==> src/design/ile_pkg.sv <==
// ----------------------------------------------------------------------------
// ile_pkg: shared types and constants for the indexed list engine
// Holds operation codes, status codes, controller states and the command
// and status structs that join the controller to the datapath.
// ----------------------------------------------------------------------------
`default_nettype none

package ile_pkg;

	// Default sizing of the element store.
	localparam int CAPACITY_DEF   = 256;
	localparam int DATA_WIDTH_DEF = 32;

	// Operation codes carried in the kind field.
	typedef enum logic [2:0] {
		KIND_PUSH_FRONT = 3'd0,
		KIND_PUSH_BACK  = 3'd1,
		KIND_INSERT_AT  = 3'd2,
		KIND_POP_FRONT  = 3'd3,
		KIND_POP_BACK   = 3'd4,
		KIND_REMOVE_AT  = 3'd5,
		KIND_GET        = 3'd6,
		KIND_SET        = 3'd7
	} kind_t;

	// Result status codes.
	localparam logic [1:0] ST_OK    = 2'd0;
	localparam logic [1:0] ST_RANGE = 2'd1;
	localparam logic [1:0] ST_FULL  = 2'd2;

	// Controller states.
	typedef enum logic [3:0] {
		S_IDLE,
		S_DECODE,
		S_PAD,
		S_SHUP_RD,
		S_SHUP_WR,
		S_WR_VAL,
		S_WR_FRONT,
		S_WR_SET,
		S_RD_REQ,
		S_RD_CAP,
		S_SHDN_RD,
		S_SHDN_WR,
		S_SHRINK,
		S_FIN
	} state_t;

	// Commands from the controller to the datapath.
	typedef struct packed {
		logic load_item;
		logic decode;
		logic pad_wr;
		logic shup_rd;
		logic shup_wr;
		logic val_wr;
		logic front_wr;
		logic set_wr;
		logic rd_req;
		logic rd_cap;
		logic shdn_rd;
		logic shdn_wr;
		logic shrink;
		logic fin_load;
	} cmd_t;

	// Status from the datapath to the controller.
	typedef struct packed {
		logic full;
		logic range;
		logic front;
		logic set_in;
		logic grow;
		logic pad_need;
		logic shup_need;
		logic pad_last;
		logic shup_last;
		logic shdn_need;
		logic shdn_last;
		logic is_get;
		logic is_remove;
		logic slot_free;
	} sts_t;

endpackage

`default_nettype wire

==> src/design/ile_ctrl.sv <==
// ----------------------------------------------------------------------------
// ile_ctrl: controller state machine of the indexed list engine
// Sequences padding, shifting, reads and writes of one operation and
// hands the result to the output register.
// ----------------------------------------------------------------------------
`default_nettype none

module ile_ctrl (
	input  wire logic          clk,
	input  wire logic          arst_n,
	input  wire logic          in_valid,
	input  wire ile_pkg::sts_t sts,
	output ile_pkg::cmd_t      cmd,
	output logic               busy
);

	ile_pkg::state_t state_q;
	ile_pkg::state_t state_d;

	// State register.
	always_ff @(posedge clk or negedge arst_n) begin
		if (!arst_n) begin
			state_q <= ile_pkg::S_IDLE;
		end else begin
			state_q <= state_d;
		end
	end

	// Next state.
	always_comb begin
		state_d = state_q;
		case (state_q)
			ile_pkg::S_IDLE: begin
				if (in_valid) state_d = ile_pkg::S_DECODE;
			end
			ile_pkg::S_DECODE: begin
				if (sts.full || sts.range) state_d = ile_pkg::S_FIN;
				else if (sts.front) state_d = ile_pkg::S_WR_FRONT;
				else if (sts.set_in) state_d = ile_pkg::S_WR_SET;
				else if (sts.grow) begin
					if (sts.pad_need) state_d = ile_pkg::S_PAD;
					else if (sts.shup_need) state_d = ile_pkg::S_SHUP_RD;
					else state_d = ile_pkg::S_WR_VAL;
				end else state_d = ile_pkg::S_RD_REQ;
			end
			ile_pkg::S_PAD: begin
				if (sts.pad_last) state_d = ile_pkg::S_WR_VAL;
			end
			ile_pkg::S_SHUP_RD: state_d = ile_pkg::S_SHUP_WR;
			ile_pkg::S_SHUP_WR: begin
				state_d = sts.shup_last ? ile_pkg::S_WR_VAL : ile_pkg::S_SHUP_RD;
			end
			ile_pkg::S_WR_VAL:   state_d = ile_pkg::S_FIN;
			ile_pkg::S_WR_FRONT: state_d = ile_pkg::S_FIN;
			ile_pkg::S_WR_SET:   state_d = ile_pkg::S_FIN;
			ile_pkg::S_RD_REQ:   state_d = ile_pkg::S_RD_CAP;
			ile_pkg::S_RD_CAP: begin
				if (sts.is_get) state_d = ile_pkg::S_FIN;
				else if (sts.is_remove && sts.shdn_need) state_d = ile_pkg::S_SHDN_RD;
				else state_d = ile_pkg::S_SHRINK;
			end
			ile_pkg::S_SHDN_RD: state_d = ile_pkg::S_SHDN_WR;
			ile_pkg::S_SHDN_WR: begin
				state_d = sts.shdn_last ? ile_pkg::S_SHRINK : ile_pkg::S_SHDN_RD;
			end
			ile_pkg::S_SHRINK: state_d = ile_pkg::S_FIN;
			ile_pkg::S_FIN: begin
				if (sts.slot_free) state_d = ile_pkg::S_IDLE;
			end
			default: state_d = ile_pkg::S_IDLE;
		endcase
	end

	// Command outputs.
	always_comb begin
		cmd  = '0;
		busy = (state_q != ile_pkg::S_IDLE);
		case (state_q)
			ile_pkg::S_IDLE:     cmd.load_item = in_valid;
			ile_pkg::S_DECODE:   cmd.decode    = 1'b1;
			ile_pkg::S_PAD:      cmd.pad_wr    = 1'b1;
			ile_pkg::S_SHUP_RD:  cmd.shup_rd   = 1'b1;
			ile_pkg::S_SHUP_WR:  cmd.shup_wr   = 1'b1;
			ile_pkg::S_WR_VAL:   cmd.val_wr    = 1'b1;
			ile_pkg::S_WR_FRONT: cmd.front_wr  = 1'b1;
			ile_pkg::S_WR_SET:   cmd.set_wr    = 1'b1;
			ile_pkg::S_RD_REQ:   cmd.rd_req    = 1'b1;
			ile_pkg::S_RD_CAP:   cmd.rd_cap    = 1'b1;
			ile_pkg::S_SHDN_RD:  cmd.shdn_rd   = 1'b1;
			ile_pkg::S_SHDN_WR:  cmd.shdn_wr   = 1'b1;
			ile_pkg::S_SHRINK:   cmd.shrink    = 1'b1;
			ile_pkg::S_FIN:      cmd.fin_load  = sts.slot_free;
			default:             cmd           = '0;
		endcase
	end

endmodule

`default_nettype wire

==> config.mk <==
export PLATFORM = sky130hd
export DESIGN_NAME = ile_ctrl
export DESIGN_NICKNAME = d
export VERILOG_FILES = /design/src/design/ile_pkg.sv /design/src/design/ile_ctrl.sv
export SDC_FILE = /design/constraint.sdc
export NUM_CORES = 1
export LEC_CHECK = 0
export BUFFER_PORTS_ARGS = -buffer_cell sky130_fd_sc_hd__buf_2
export CAP_MARGIN = 20
export CORE_AREA = 2 2 39 41
export DETAILED_ROUTE_END_ITERATION = 8
export DIE_AREA = 0 0 41 43
export HOLD_SLACK_MARGIN = 0.08
export MAX_ROUTING_LAYER = met4
export PLACE_DENSITY_LB_ADDON = 0.12
export RECOVER_POWER = 100
export SLEW_MARGIN = 20
export SYNTH_ARGS = -nofsm -noshare
export SYNTH_HDL_FRONTEND = slang
export SYNTH_SLANG_ARGS = --single-unit
==> constraint.sdc <==
create_clock -name clk -period 3.6 [get_ports clk]
set_clock_uncertainty 0.1 [all_clocks]
set_input_delay 0.72 -clock clk [delete_from_list [all_inputs] [get_ports clk]]
set_output_delay 0.72 -clock clk [all_outputs]
set_load 0.02 [all_outputs]
==> results.py <==
metrics = {
    "timing": {
        "hold_violations": 0,
        "finalSetupViolCount": 0,
        "finalMaxSlewViolations": 0,
        "tns_ps": 0,
        "slew_headroom_pct": 69.4,
        "worstMarginPinSlew_ps": 456,
        "rsz0062_at_grt": "false",
        "hold_ws_ps": 186,
        "max_clock_freq_ghz": 0.413,
        "min_period_ps": 2420,
        "fin_crit_sh_pct": 67.2,
    },
    "clock_network": {
        "cts.sinks": 4,
        "clk_pin_slew_worst_paths_ps": 40,
        "cts_tree": "yes",
        "cts_setup_buffers": 0,
        "ctsResizeCount": 0,
        "clockBufferDepth": 2,
        "clock_latency_ps": 250,
        "hold_buffers": 0,
        "numCtsBuffers": 3,
        "root_buffer": "clkbuf_4",
        "cts_htree_levels": 1,
    },
    "setup_path": {
        "crit_family": "flip-flops",
        "crit_slowest_cell": "dfrtp_1",
        "path_max_fanout": 16,
        "critPathMaxStageDelay_ps": 610,
        "cp_num_buf_inv": 1,
        "timing.rr.end": "state_q[0]$_DFFE_PN0P_",
        "reg2reg_from": "state_q[1]$_DFFE_PN0P_",
        "r2r_cells": 4,
        "r2r_slack_ps": 1780,
        "arrival_ps": 1600,
        "critical_path_class": "reg -> out",
        "start_kind": "flip-flop",
        "path_cells": "or2b_1 > nor3_1 > clkbuf_1",
        "end_kind": "output pin",
        "crit_required_ps": 2780,
    },
    "run_status": {
        "status": "finished clean",
    },
    "floorplan": {
        "io_pins": 32,
        "rows": 14,
        "dieArea_sq_um": 1760,
        "fp.dieH_um": 43,
        "coreArea_sq_um": 1380,
        "start_util_pct": 34.4,
        "dieWidth_um": 41,
    },
    "logic_synthesis": {
        "synth_edf_count": 0,
        "ys.flop_type": "dfrtp_1",
        "synth_seq_cells": 4,
        "synth_cells": 70,
        "netlist_area_sq_um": 475,
        "ys_seq_area_share_pct": 21.1,
        "synth_fp_nets": 87,
        "syn_area_per_cell_sq_um": 6.79,
        "synth_cell_types": 31,
        "synthArstFlopShare_pct": 100,
        "ys.warnings.count": 0,
    },
    "layout": {
        "diodes": 0,
        "largest_register_ffs": 4,
        "nNetsFinal": 119,
        "final_cell_mix": "17 x clkbuf_1, 14 x nor2_1, 14 x buf_2, 8 x nor3_1, 6 x nand2_1",
        "nFillCells": 159,
        "largest-register": "state_q",
        "synthToLayoutAreaGrowth_pct": 32.1,
        "final_common_cell": "clkbuf_1",
        "top_regs": "state_q x4",
        "drive_above_1_share_pct": 18.0,
    },
    "route": {
        "drt_iter0_drc": 8,
        "wirelength_um": 1430,
        "vias": 642,
        "wl_per_cell_um": 12.3,
        "drc": 0,
        "antenna_left": 0,
        "dr.pass1.iters": 4,
        "via_per_inst": 5.53,
    },
    "pwr": {
        "p_leak_uw": 0.000271,
        "ir_worst_vdd_mv": 0.291,
        "p_per_area_nw_per_um2": 803,
    },
    "hold_path": {
        "hold_class": "in -> async",
    },
    "global_route": {
        "grt_max_degree": 17,
        "grtUsageTotal_pct": 18.3,
        "grt-ovfl-total": 0,
        "grt_pass1_vias": 502,
        "grt_pass1_wl_um": 2140,
        "antenna_found_initial": 0,
    },
    "place": {
        "port_buffers": 31,
        "routabilityCongestion": 0.785,
        "dp_hpwl_um": 1050,
    },
    "run": {
        "maxCapViolations": 0,
    },
}
-- cells by family (layout without fill, tap and decap cells) --
| group | count (synthesis) | after routing | synth area share [%] |
|---|---|---|---|
| AND/OR/NAND/NOR | 39 | 39 | 40.8 |
| AO/OA/AOI/OAI | 20 | 20 | 32.1 |
| buffers and inverters | 7 | 37 | 6.05 |
| flip-flops | 4 | 4 | 21.1 |
-- metal layers --
layer,global-route usage [%],part of all wire (%),up-vias
met3,1.57,6.7,3
met2,26.6,46,31
li1,-,-,321
met5,-,0,-
met1,24.3,45,287
met4,10.0,1.9,0
-- metrics by stage --
step / instances / area, sq um / setup slack, ps / total power [uW] / utilization [%]
detailed placement: 113 / 633 / 1460 / 464 / 45.8
finish: 116 / 628 / 1180 / 504 / 45.4
global route: 116 / 628 / 1050 / 546 / 45.4
global placement: 113 / 633 / 1490 / 464 / 45.8
CTS: 116 / 656 / 1250 / 523 / 47.4
floorplan: 70 / 475 / 1520 / 380 / -
-- final cells by class --
cell class	count	area [sq um]	area share (%)
Sequential cell	4	100	15.9
Multi-Input combinational cell	59	340	54.2
Timing Repair Buffer	31	134	21.3
Clock buffer	3	22.5	3.59
Tap cell	16	20.0	3.19
Inverter	3	11.3	1.79
-- synth_stat cells, drive strengths merged, types with 2 or more instances --
library cell,n,area (sq um)
buf,3,13.8
nand2,6,22.5
a21oi,4,20.0
inv,3,11.3
nor3,8,40.0
nand2b,3,18.8
nor2,14,52.6
nand3b,2,15.0
dfrtp,4,100
a21o,3,22.5
-- worst register-to-register path, stage by stage (launching register included) --
cell and delay [ps]:
dfrtp_1 520, nand2b_1 340, nor3_1 420, a311oi_1 130, a21o_1 200
-- where the power goes --
part / switching, uW / internal (uW)
logic: 184 / 121
clock network: 20.6 / 37.4
registers: 75.0 / 66.4
-- worst max-delay path by stage --
stage                                      start                endpoint  slack (ps)  cells past startpoint
final                     state_q[3]$_DFFE_PN0P_                  cmd[5]        1180                      3
after global routing      state_q[3]$_DFFE_PN0P_                  cmd[5]        1050                      3
after CTS                 state_q[3]$_DFFE_PN0P_                  cmd[5]        1250                      3
after detailed placement                  sts[8]  state_q[2]$_DFFE_PN0P_        1460                      6
after global placement                    sts[8]  state_q[2]$_DFFE_PN0P_        1490                      6
after floorplan           state_q[2]$_DFFE_PN0P_                  cmd[9]        1520                      3
Note: power is estimated with default switching activity, not from simulation.
